File: src/rtl/core/dnjd_pkg.sv
// Package for the day-number to Julian-calendar date converter.
// Holds the divisor, offsets and small constant tables shared by the RTL
// and the checker. Depends on nothing.
`default_nettype none

package dnjd_pkg;

	// Days in four Julian years. C is the floor of (4B - 489) / DIVISOR.
	localparam int unsigned DIV_W     = 11;
	localparam logic [DIV_W:0] DIVISOR = 12'd1461;

	// Cycles from the accepting edge to the edge that ends the done cycle.
	localparam int unsigned PIPE_LATENCY = 5;

	// 4 * (day_number + 1524) - 489 = 4 * day_number + JDN_BIAS
	localparam int unsigned JDN_BIAS = 5607;

	// Only the low nine bits of B and D matter, since B - D lies in 123..488.
	localparam int unsigned OFS_W = 9;
	localparam logic [OFS_W-1:0] B_OFFSET_LO = 9'(1524);

	localparam logic [3:0]  MONTH_WRAP_E = 4'd14;
	localparam logic [3:0]  MONTH_MARCH  = 4'd3;
	localparam logic [15:0] YEAR_BIAS_LATE  = 16'd4716;
	localparam logic [15:0] YEAR_BIAS_EARLY = 16'd4715;

	// Entry k-1 is the smallest offset x with floor(10000x / 306001) >= k.
	localparam logic [OFS_W-1:0] E_THRESH [15] = '{
		9'd31, 9'd62, 9'd92, 9'd123, 9'd154, 9'd184, 9'd215, 9'd245,
		9'd276, 9'd307, 9'd337, 9'd368, 9'd398, 9'd429, 9'd460
	};

	// Entry E is floor(306001 * E / 10000).
	localparam logic [OFS_W-1:0] E_BASE [16] = '{
		9'd0, 9'd30, 9'd61, 9'd91, 9'd122, 9'd153, 9'd183, 9'd214,
		9'd244, 9'd275, 9'd306, 9'd336, 9'd367, 9'd397, 9'd428, 9'd459
	};

	// The quotient is monotonic in x, so counting passed thresholds gives it.
	function automatic logic [3:0] e_of_offset(input logic [OFS_W-1:0] x);
		logic [3:0] e;
		e = '0;
		for (int i = 0; i < 15; i++) begin
			if (x >= E_THRESH[i]) begin
				e = e + 4'd1;
			end
		end
		return e;
	endfunction

endpackage

`default_nettype wire

File: src/rtl/core/dnjd_div_stage.sv
// Two registered stages that divide by DIVISOR through multiplication by a
// fixed reciprocal. Depends on dnjd_pkg.
`default_nettype none

module dnjd_div_stage import dnjd_pkg::*; #(
	parameter int NUM_W = 26
) (
	input  logic             clk,
	input  logic             arst_n,
	input  logic             up_valid,
	input  logic [NUM_W-1:0] up_num,
	input  logic [OFS_W-1:0] up_b_lo,
	output logic             dn_valid,
	output logic [15:0]      dn_quo,
	output logic [OFS_W-1:0] dn_b_lo
);

	// RECIP * DIVISOR exceeds 2^SHIFT by at most DIVISOR, which is below
	// 2^(SHIFT - NUM_W), so the shifted product is the exact floor quotient.
	localparam int SHIFT   = NUM_W + DIV_W;
	localparam int RECIP_W = NUM_W + 1;
	localparam logic [63:0] RECIP = ((64'd1 << SHIFT) / 64'(DIVISOR)) + 64'd1;
	localparam int LO_W    = (RECIP_W + 1) / 2;
	localparam int HI_W    = RECIP_W - LO_W;
	localparam int PROD_W  = NUM_W + RECIP_W;
	localparam logic [LO_W-1:0] RECIP_LO = RECIP[LO_W-1:0];
	localparam logic [HI_W-1:0] RECIP_HI = RECIP[RECIP_W-1:LO_W];

	logic                  valid_s1;
	logic [NUM_W+LO_W-1:0] pp_lo_s1;
	logic [NUM_W+HI_W-1:0] pp_hi_s1;
	logic [OFS_W-1:0]      b_lo_s1;
	logic                  valid_s2;
	logic [15:0]           quo_s2;
	logic [OFS_W-1:0]      b_lo_s2;
	logic [PROD_W-1:0]     prod;

	always_ff @(posedge clk or negedge arst_n) begin
		if (!arst_n) begin
			valid_s1 <= 1'b0;
			valid_s2 <= 1'b0;
		end else begin
			valid_s1 <= up_valid;
			valid_s2 <= valid_s1;
		end
	end

	// The reciprocal is split in two halves so each multiplier stays narrow.
	always_ff @(posedge clk) begin
		pp_lo_s1 <= (NUM_W+LO_W)'(up_num) * (NUM_W+LO_W)'(RECIP_LO);
		pp_hi_s1 <= (NUM_W+HI_W)'(up_num) * (NUM_W+HI_W)'(RECIP_HI);
		b_lo_s1  <= up_b_lo;
	end

	assign prod = PROD_W'(pp_lo_s1) + (PROD_W'(pp_hi_s1) << LO_W);

	always_ff @(posedge clk) begin
		quo_s2  <= 16'(prod >> SHIFT);
		b_lo_s2 <= b_lo_s1;
	end

	assign dn_valid = valid_s2;
	assign dn_quo   = quo_s2;
	assign dn_b_lo  = b_lo_s2;

endmodule

`default_nettype wire

File: src/rtl/core/day_number_to_julian_date.sv
// Top level of the Julian day number to Julian-calendar date converter.
// Depends on dnjd_pkg and dnjd_div_stage.
//
// Usage: raise start with a day number on day_number; the transaction is
// taken at any rising edge where start is high and busy is low. busy never
// rises, so one day number can be taken in every cycle.
// Each transaction yields one result: cal_year, cal_month and cal_day are
// shown for exactly one cycle, marked by done, in the order of the inputs.
// For any DAY_NUMBER_BITS the pipeline is the same: one stage registers the
// scaled dividend, two stages find the count of four-year cycles by
// multiplying with a fixed reciprocal of 1461 (partial products, then their
// sum), one stage finds the day offset within the year and one looks up
// month, day and year.
// Throughput is one transaction per cycle.
// Reset clears every valid bit, so no result appears until new input has
// gone through. The receiver cannot stall; results are never held back.
`default_nettype none

module day_number_to_julian_date import dnjd_pkg::*; #(
	parameter int DAY_NUMBER_BITS = 23
) (
	input  logic                       clk,
	input  logic                       arst_n,
	input  logic                       start,
	input  logic [DAY_NUMBER_BITS-1:0] day_number,
	output logic                       busy,
	output logic                       done,
	output logic signed [15:0]         cal_year,
	output logic [3:0]                 cal_month,
	output logic [4:0]                 cal_day
);

	localparam int NUM_W = DAY_NUMBER_BITS + 3;

	// Input stage.
	logic             valid_s1;
	logic [NUM_W-1:0] num_s1;
	logic [OFS_W-1:0] b_lo_s1;

	// Output of the divider.
	logic             valid_s3;
	logic [15:0]      c_s3;
	logic [OFS_W-1:0] b_lo_s3;

	// Stages after the divider.
	logic             valid_s4;
	logic [OFS_W-1:0] ofs_s4;
	logic [15:0]      c_s4;
	logic             valid_s5;
	logic [15:0]      year_s5;
	logic [3:0]       month_s5;
	logic [4:0]       day_s5;

	logic [2*DIV_W-1:0] d_prod;
	logic [OFS_W-1:0]   ofs;
	logic [3:0]         e_val;
	logic [3:0]         month;
	logic [OFS_W-1:0]   day_full;
	logic [15:0]        year;

	assign busy = 1'b0;

	always_ff @(posedge clk or negedge arst_n) begin
		if (!arst_n) begin
			valid_s1 <= 1'b0;
			valid_s4 <= 1'b0;
			valid_s5 <= 1'b0;
		end else begin
			valid_s1 <= start && !busy;
			valid_s4 <= valid_s3;
			valid_s5 <= valid_s4;
		end
	end

	always_ff @(posedge clk) begin
		num_s1  <= NUM_W'({day_number, 2'b00}) + NUM_W'(JDN_BIAS);
		b_lo_s1 <= day_number[OFS_W-1:0] + B_OFFSET_LO;
	end

	dnjd_div_stage #(
		.NUM_W (NUM_W)
	) u_div (
		.clk      (clk),
		.arst_n   (arst_n),
		.up_valid (valid_s1),
		.up_num   (num_s1),
		.up_b_lo  (b_lo_s1),
		.dn_valid (valid_s3),
		.dn_quo   (c_s3),
		.dn_b_lo  (b_lo_s3)
	);

	// D = floor(1461 * C / 4); its low nine bits need only the low 11 bits of C.
	assign d_prod = (2*DIV_W)'(c_s3[DIV_W-1:0]) * (2*DIV_W)'(DIVISOR);
	assign ofs    = b_lo_s3 - d_prod[DIV_W-1:2];

	always_ff @(posedge clk) begin
		ofs_s4 <= ofs;
		c_s4   <= c_s3;
	end

	always_comb begin
		e_val    = e_of_offset(ofs_s4);
		day_full = ofs_s4 - E_BASE[e_val];
		if (e_val < MONTH_WRAP_E) begin
			month = e_val - 4'd1;
		end else begin
			month = e_val - 4'd13;
		end
		if (month >= MONTH_MARCH) begin
			year = c_s4 - YEAR_BIAS_LATE;
		end else begin
			year = c_s4 - YEAR_BIAS_EARLY;
		end
	end

	always_ff @(posedge clk) begin
		year_s5  <= year;
		month_s5 <= month;
		day_s5   <= day_full[4:0];
	end

	assign done      = valid_s5;
	assign cal_year  = signed'(year_s5);
	assign cal_month = month_s5;
	assign cal_day   = day_s5;

endmodule

`default_nettype wire

File: config.mk
export PLATFORM = sky130hd
export DESIGN_NAME = day_number_to_julian_date
export DESIGN_NICKNAME = d
export VERILOG_FILES = /design/src/rtl/core/dnjd_pkg.sv /design/src/rtl/core/dnjd_div_stage.sv /design/src/rtl/core/day_number_to_julian_date.sv
export SDC_FILE = /design/constraint.sdc
export NUM_CORES = 1
export LEC_CHECK = 0
export BUFFER_PORTS_ARGS = -buffer_cell sky130_fd_sc_hd__buf_2
export CORE_ASPECT_RATIO = 1.4
export CORE_UTILIZATION = 60
export DETAILED_ROUTE_END_ITERATION = 7
export PLACE_DENSITY = 0.81
export REMOVE_ABC_BUFFERS = 1
export SLEW_MARGIN = 15
export SYNTH_ARGS = -nofsm -noshare
export SYNTH_HDL_FRONTEND = slang
export SYNTH_SLANG_ARGS = --single-unit
File: constraint.sdc
create_clock -name clk -period 26.9 [get_ports clk]
set_input_delay 1.345 -clock clk [delete_from_list [all_inputs] [get_ports clk]]
set_output_delay 1.345 -clock clk [all_outputs]
set_load 0.02 [all_outputs]
==> impl_metrics.ini, run 1 <==
[outcome]
status = complete, no violations

[placed_design]
detailedPlacementHpwl_mm = 35.25
place.gp.congestion = 0.9688
buffer_ports.inserted = 51

[sta]
timing_max_transition_violations_final = 0
worst_slew_margin_relative_to_its_limit = 0.2966
clock_skew_ns = 0.01685
timing.final.hold_violations = 0
final.hold.worst_slack_ns = 0.3318
finalCritPeriodShare = 0.3851
rsz0062_at_grt = no
fin_tns_setup_ns = 0
setup-violations-final = 0
post-route-min-period_ns = 10.36
achievable-frequency_mhz = 96.54
timing_worst_slew_pin_value_ns = 1.049

[logic_synthesis]
synth_edf_count = 0
synth_top_area_frac = 0.2265
synth_commonest_cells = sky130_fd_sc_hd__inv_1 (468), sky130_fd_sc_hd__ha_1 (356), sky130_fd_sc_hd__fa_1 (221)
synth_area_per_inst_um2 = 9.763
synth.largest_area_cell = sky130_fd_sc_hd__ha_1
synth_mux_area_frac = 0.006427
synth-compound-area-share = 0.09068
synth_unique_cells = 90
async_reset_ff_frac = 0.02703
synth_simple_gate_area_share = 0.07929
dominant_synthesized_flop_cell = sky130_fd_sc_hd__dfxtp_1
netlist_instances = 2014
synthAdderAreaFrac = 0.4515
synthTopCellsByArea = sky130_fd_sc_hd__ha_1 (23%), sky130_fd_sc_hd__fa_1 (23%), sky130_fd_sc_hd__dfxtp_1 (18%), sky130_fd_sc_hd__inv_1 (8.9%), sky130_fd_sc_hd__xnor2_1 (5.5%)
ys_warnings = 0
synth-seq-area-share = 0.1896
synth_most_common_cell = sky130_fd_sc_hd__inv_1
ys_ff_latch = 185
synth_top_family_by_area = adder cells
post_synth_instance_area_mm2 = 0.01966
fraction_of_synthesized_cell_area_in_xor_and_xnor_cells = 0.08565

[grt]
antenna_found_initial = 1
grt-ovfl-total = 0
grt_first_pass_wirelength_mm = 70.46
grt_pass1_vias = 14830
track_usage = 0.2693
grt_max_degree = 25

[finish]
finish.utilization = 0.6498
multi_input_area_mm2 = 0.01403
fillCellCount = 2546
layout.area.seq_mm2 = 0.003729
ratio_of_cells_with_drive_above_1_in_the_final_layout = 0.05831
layout.nets = 2665
area.growth.synth_to_final_pct = 6.751

[clock_tree]
cts-root-buf = sky130_fd_sc_hd__clkbuf_16
post_cts_buffers = 0
cts_tree = yes
cts.hold.buffers_added = 0
clockBufferDepth = 2
cts_buf_count = 17
htreeDepth = 4
clock_sink_count = 185
clkLatencyLatePin_ns = 0.47
path_clk_slew_ns = 0.08
postCtsResizedCells = 0

[floorplanning]
die_area_mm2 = 0.03351
floorplan.rows = 78
dieWidth_um = 155.0
die_h_um = 216.2
core_mm2 = 0.03230
effective_utilization_at_floorplan = 0.6087
top_level_ports = 53

[detailed_routing]
detail_route.vias_per_cell = 5.391
drt_iter0_markers = 500
number_of_remaining_drc_errors = 0
wl_per_cell_um = 16.59
drt-pass1-iter-count = 5
route.vias.total = 13570
drt.antenna.violating_nets = 0
routed_wirelength_mm = 41.75

[critical_path]
critical-path-slowest-cell = sky130_fd_sc_hd__dfxtp_1
path_common_cell = sky130_fd_sc_hd__ha_1
critical-path-top-delay-family = compound AO/OA/AOI/OAI gates
timing_worst_setup_path_type = reg2reg
worst_reg_to_reg_cells = 43
crit_arrival_ns = 10.75
cp_slowest_stage_delay_ns = 0.70
critical_path_cell_count = 43
critPathRequiredTime_ns = 27.29
startpoint_type = register
critical_path.n_buffers_inverters = 2
endpoint_kind = register
crit_path_max_fanout = 18
timing.critical_path.from = ofs_s4[4]
worstReg2RegStart = ofs_s4[4]

[min_path]
worstHoldPathType = reg2reg
hold_start = u_div.b_lo_s1[4]
hold_depth = 0

[flow_run]
cap_viol_max_count = 0
-- metrics by stage --
step / std cells / setup WS [ns] / area, um2
5_1_grt: 2515 / 15.68 / 20990
2_1_floorplan: 1992 / 17.85 / 19530
3_3_place_gp: 2483 / 17.01 / 20330
3_5_place_dp: 2483 / 16.65 / 20330
4_1_cts: 2515 / 16.62 / 20990
6_report: 2516 / 16.54 / 20990
-- cell type report --
class	instances	share of cell area
Multi-Input combinational cell	1337	0.6686
Tap cell	440	0.02623
Inverter	470	0.08405
Antenna cell	1	0.0001192
Sequential cell	185	0.1776
Clock buffer	17	0.02027
Timing Repair Buffer	51	0.01216
Clock inverter	15	0.01091
-- sequential cells by signal, summed over array words and instances (netlist names) --
signal and cells:
b_lo_s1 9, u_div.dn_quo 16, cal_month 4, valid_s1 1
u_div.b_lo_s1 9, u_div.dn_b_lo 9, cal_year 16, u_div.pp_hi_s1 35
u_div.valid_s1 1, cal_day 5, c_s4 16, done 1
u_div.dn_valid 1, num_s1 24, valid_s4 1, u_div.pp_lo_s1 28
ofs_s4 9
-- worst reg2reg max path: cells and delay by family, from the launching register on --
family | cells | cell delay, ns
fa+ha+maj | 8 | 2.55
buf+inv | 2 | 0.22
flops | 1 | 0.70
xor+xnor | 7 | 1.15
mux | 2 | 0.57
compound gates | 14 | 3.06
simple gates | 10 | 2.03
-- layer usage --
layer  GRT usage  part of all wire  vias up
met5           0           0.00031        -
met4      0.1304             0.041        2
met2      0.5156              0.55      271
li1            -                 -     6558
met1      0.2876              0.38     6627
met3     0.03379             0.030      107
-- final timing paths --
path / end / slack, ns
max: cal_day[4] / 16.54
min: u_div.dn_b_lo[4] / 0.33
max reg2reg: cal_day[4] / 16.54
min reg2reg: u_div.dn_b_lo[4] / 0.33
max in group asynchronous: u_div.dn_valid / 26.11
min in group asynchronous: u_div.valid_s1 / 0.66
-- kinds of logic after synthesis --
family	after synthesis
xor gates and xnor gates	182
other	1
and+or+nand+nor	299
DFF	185
buffers and inverters	492
muxes	12
adders and majority gates	577
AOI/OAI and AO/OA	266
-- cells in the final DEF (no fill, tap or decap), drive strengths merged, types with 4 or more instances in the layout --
| master | Yosys | final |
|---|---|---|
| nand2b | 11 | 11 |
| xnor3 | 4 | 4 |
| nand4 | 11 | 11 |
| a21boi | 7 | 7 |
| nand2 | 68 | 68 |
| a21o | 22 | 22 |
| inv | 470 | 482 |
| a31oi | 10 | 10 |
| a21oi | 73 | 73 |
| nor4 | 5 | 5 |
| a2111oi | 5 | 5 |
| nand3 | 28 | 28 |
| ha | 356 | 356 |
| nor2b | 14 | 14 |
| mux2 | 5 | 5 |
| nor3 | 21 | 21 |
| mux2i | 7 | 7 |
| o21bai | 14 | 14 |
| xor2 | 55 | 55 |
| o31ai | 5 | 5 |
| or3 | 5 | 5 |
| nor3b | 8 | 8 |
| fa | 221 | 221 |
| dfxtp | 180 | 180 |
| buf | 17 | 51 |
| and3 | 11 | 11 |
| a211oi | 10 | 10 |
| or2 | 5 | 5 |
| dfrtp | 5 | 5 |
| and4 | 5 | 5 |
| clkbuf | 5 | 17 |
| o21a | 24 | 24 |
| o2111ai | 5 | 5 |
| nor2 | 84 | 84 |
| xnor2 | 123 | 123 |
| nand3b | 4 | 4 |
| o211ai | 5 | 5 |
| and2 | 12 | 12 |
| o21ai | 55 | 55 |
Power of run 1 is not shown: default switching activity piles up to over one toggle a cycle in this logic, so the estimate is an artifact.
==> run 2: changes to the inputs <==
- ABC_AREA: not set -> 1
- CORE_UTILIZATION: 60 -> 59
- PLACE_DENSITY: 0.81 -> 0.83
- clock period: 26.9 -> 8.8 ns (I/O delays scaled with it)
==> run 2 against run 1 <==
  * Clock skew shrank 0.0013 ns
  * Die area grew 4.6%
  * Critical endpoint unchanged
  * Synthesized cell count grew 16%
  * Area after synthesis grew 2.9%
  * Clock-buffer cell count is the same
  * Global-route usage shrank 0.062 points
  * Fmax grew 24%
  * Critical path type unchanged
==> impl_metrics.ini, run 2 <==
[outcome]
status = complete, no violations

[critical_path]
crit_arrival_ns = 8.73
crit_path_max_fanout = 6
startpoint_type = register
critPathRequiredTime_ns = 9.15
critical-path-slowest-cell = sky130_fd_sc_hd__fa_2
cp_slowest_stage_delay_ns = 0.39
endpoint_kind = register
path_common_cell = sky130_fd_sc_hd__nand2_1
timing_worst_setup_path_type = reg2reg

[finish]
fillCellCount = 2627
mostFrequentLayoutCell = sky130_fd_sc_hd__inv_1
ratio_of_cells_with_drive_above_1_in_the_final_layout = 0.08904
top_regs = u_div.pp_hi_s1 (35), u_div.pp_lo_s1 (28), num_s1 (24)
area.growth.synth_to_final_pct = 8.339
post-route-cell-area_mm2 = 0.02193
top_register = u_div.pp_hi_s1
layout.nets = 3027
largest_register_ffs = 35
layout_common_cells = sky130_fd_sc_hd__inv_1 (570), sky130_fd_sc_hd__ha_1 (353), sky130_fd_sc_hd__nand2_1 (302)

[floorplanning]
effective_utilization_at_floorplan = 0.6041
die_h_um = 221.2
die_area_mm2 = 0.03506
dieWidth_um = 158.5
floorplan.rows = 79
core_mm2 = 0.03351
top_level_ports = 53

[detailed_routing]
drt.antenna.violating_nets = 0
drt-pass1-iter-count = 6
wl_per_cell_um = 15.40
routed_wirelength_mm = 44.39
drt_iter0_markers = 803
number_of_remaining_drc_errors = 0
detail_route.vias_per_cell = 5.284
route.vias.total = 15230

[grt]
grtUsageMet3 = 0.03702
grt-ovfl-total = 0
met1_global_route_usage = 0.2764
grt_first_pass_wirelength_mm = 73.88
track_usage = 0.2687
grt_use_met2 = 0.5025
globalRoute.busiestLayer = met2
antenna_found_initial = 1
grt_max_degree = 20
grt_pass1_vias = 16390

[clock_tree]
htreeDepth = 4
clock_sink_count = 185
cts-root-buf = sky130_fd_sc_hd__clkbuf_16
cts_buf_count = 17
clkLatencyLatePin_ns = 0.46
path_clk_slew_ns = 0.07
cts_tree = yes
clockBufferDepth = 2

[sta]
clock_skew_ns = 0.01551
timing_max_transition_violations_final = 0
post-route-min-period_ns = 8.381
achievable-frequency_mhz = 119.3
timing.final.hold_violations = 0
finalCritPeriodShare = 0.9523
timing_worst_slew_pin_value_ns = 0.7557
worst_slew_margin_relative_to_its_limit = 0.4939
setup-violations-final = 0

[logic_synthesis]
synth_commonest_cells = sky130_fd_sc_hd__inv_1 (572), sky130_fd_sc_hd__ha_1 (356), sky130_fd_sc_hd__nand2_1 (310)
ys_ff_latch = 185
synth_unique_cells = 51
synth-seq-area-share = 0.1842
post_synth_instance_area_mm2 = 0.02024
async_reset_ff_frac = 0.02703
synth_area_per_inst_um2 = 8.643
synth_edf_count = 0
synth_top_area_frac = 0.2201
ys_warnings = 0
dominant_synthesized_flop_cell = sky130_fd_sc_hd__dfxtp_1
synth_most_common_cell = sky130_fd_sc_hd__inv_1
netlist_instances = 2342
synthTopCellsByArea = sky130_fd_sc_hd__ha_1 (22%), sky130_fd_sc_hd__fa_1 (22%), sky130_fd_sc_hd__dfxtp_1 (18%), sky130_fd_sc_hd__inv_1 (11%), sky130_fd_sc_hd__nand2_1 (5.7%)
synth.largest_area_cell = sky130_fd_sc_hd__ha_1

[placed_design]
place.gp.congestion = 0.9423
detailedPlacementHpwl_mm = 37.34
buffer_ports.inserted = 51
placement.cell_area_mm2 = 0.02104

[min_path]
worstHoldPathType = in2reg

[flow_run]
cap_viol_max_count = 0
## run 2: worst paths after layout
check / startpoint / endpoint / slack [ns] / depth (start not counted)
max reg2reg: ofs_s4[2] / cal_day[4] / 0.42 / 59
max in group asynchronous: arst_n / valid_s4 / 8.37 / 2
min reg2reg: u_div.b_lo_s1[7] / u_div.dn_b_lo[7] / 0.32 / 0
min in group asynchronous: arst_n / done / 0.31 / 2
min: start / valid_s1 / 0.09 / 1
max: ofs_s4[2] / cal_day[4] / 0.42 / 59
## run 2: logic make-up after synthesis
group / count (synthesis) / share of synthesized area
buffers and inverters: 596 / 0.1123
and+or+nand+nor: 595 / 0.1343
adders and majority gates: 577 / 0.4386
AOI/OAI and AO/OA: 231 / 0.06255
DFF: 185 / 0.1842
xor gates and xnor gates: 157 / 0.06793
other: 1 / 0.0001853
## run 2: what timing repair did
item                                    4_1_cts  5_1_grt
hold buffers                                  1        0
hold endpoints to repair                      5        0
endpoints found under the setup margin        2       22
gates resized for setup                       4       50
setup buffers                                 0       13
pin swaps                                     0       19
cloned                                        0        1
## run 2: area by class of cell
| class | count | area, um2 | share of cell area |
|---|---|---|---|
| multi-input cells | 1562 | 14400 | 0.6567 |
| flip-flops and latches | 185 | 3749 | 0.1709 |
| inverters | 585 | 2196 | 0.1001 |
| well taps | 445 | 556.8 | 0.02539 |
| clock buffers | 17 | 425.4 | 0.01940 |
| repair buffers | 73 | 422.9 | 0.01928 |
| clock inverters | 15 | 176.4 | 0.008045 |
| diodes | 1 | 2.502 | 0.0001141 |
## run 2: worst max-delay path: cells and delay by family (launching register included)
kind	cells	cell delay, ns
adders and majority gates	10	2.69
and+or+nand+nor	28	3.32
buffers and inverters	9	0.55
DFF	1	0.38
AOI/OAI and AO/OA	10	1.02
xor gates and xnor gates	2	0.31
## run 2: routing by layer
metal | routed length [um] | up-vias
met1 | 16450 | 7238
met5 | 0 | -
met4 | 2572 | 0
met2 | 23820 | 403
li1 | - | 7426
met3 | 1545 | 167
## run 2: stage by stage
stage / utilization / cells / setup TNS (ns) / hold slack, ns / setup WS, ns
floorplan: - / 2331 / 0 / 0.1444 / 0.5732
global placement: 0.6278 / 2835 / 0 / 0.2513 / 0.2785
detailed placement: 0.6278 / 2835 / -0.1504 / 0.2558 / -0.1482
CTS: 0.6462 / 2868 / 0 / 0.07189 / 0.02988
global route: 0.6544 / 2882 / -0.03454 / 0.07191 / -0.02664
finish: 0.6545 / 2883 / 0 / 0.08572 / 0.4195
Power of run 2 is left out for the same reason.
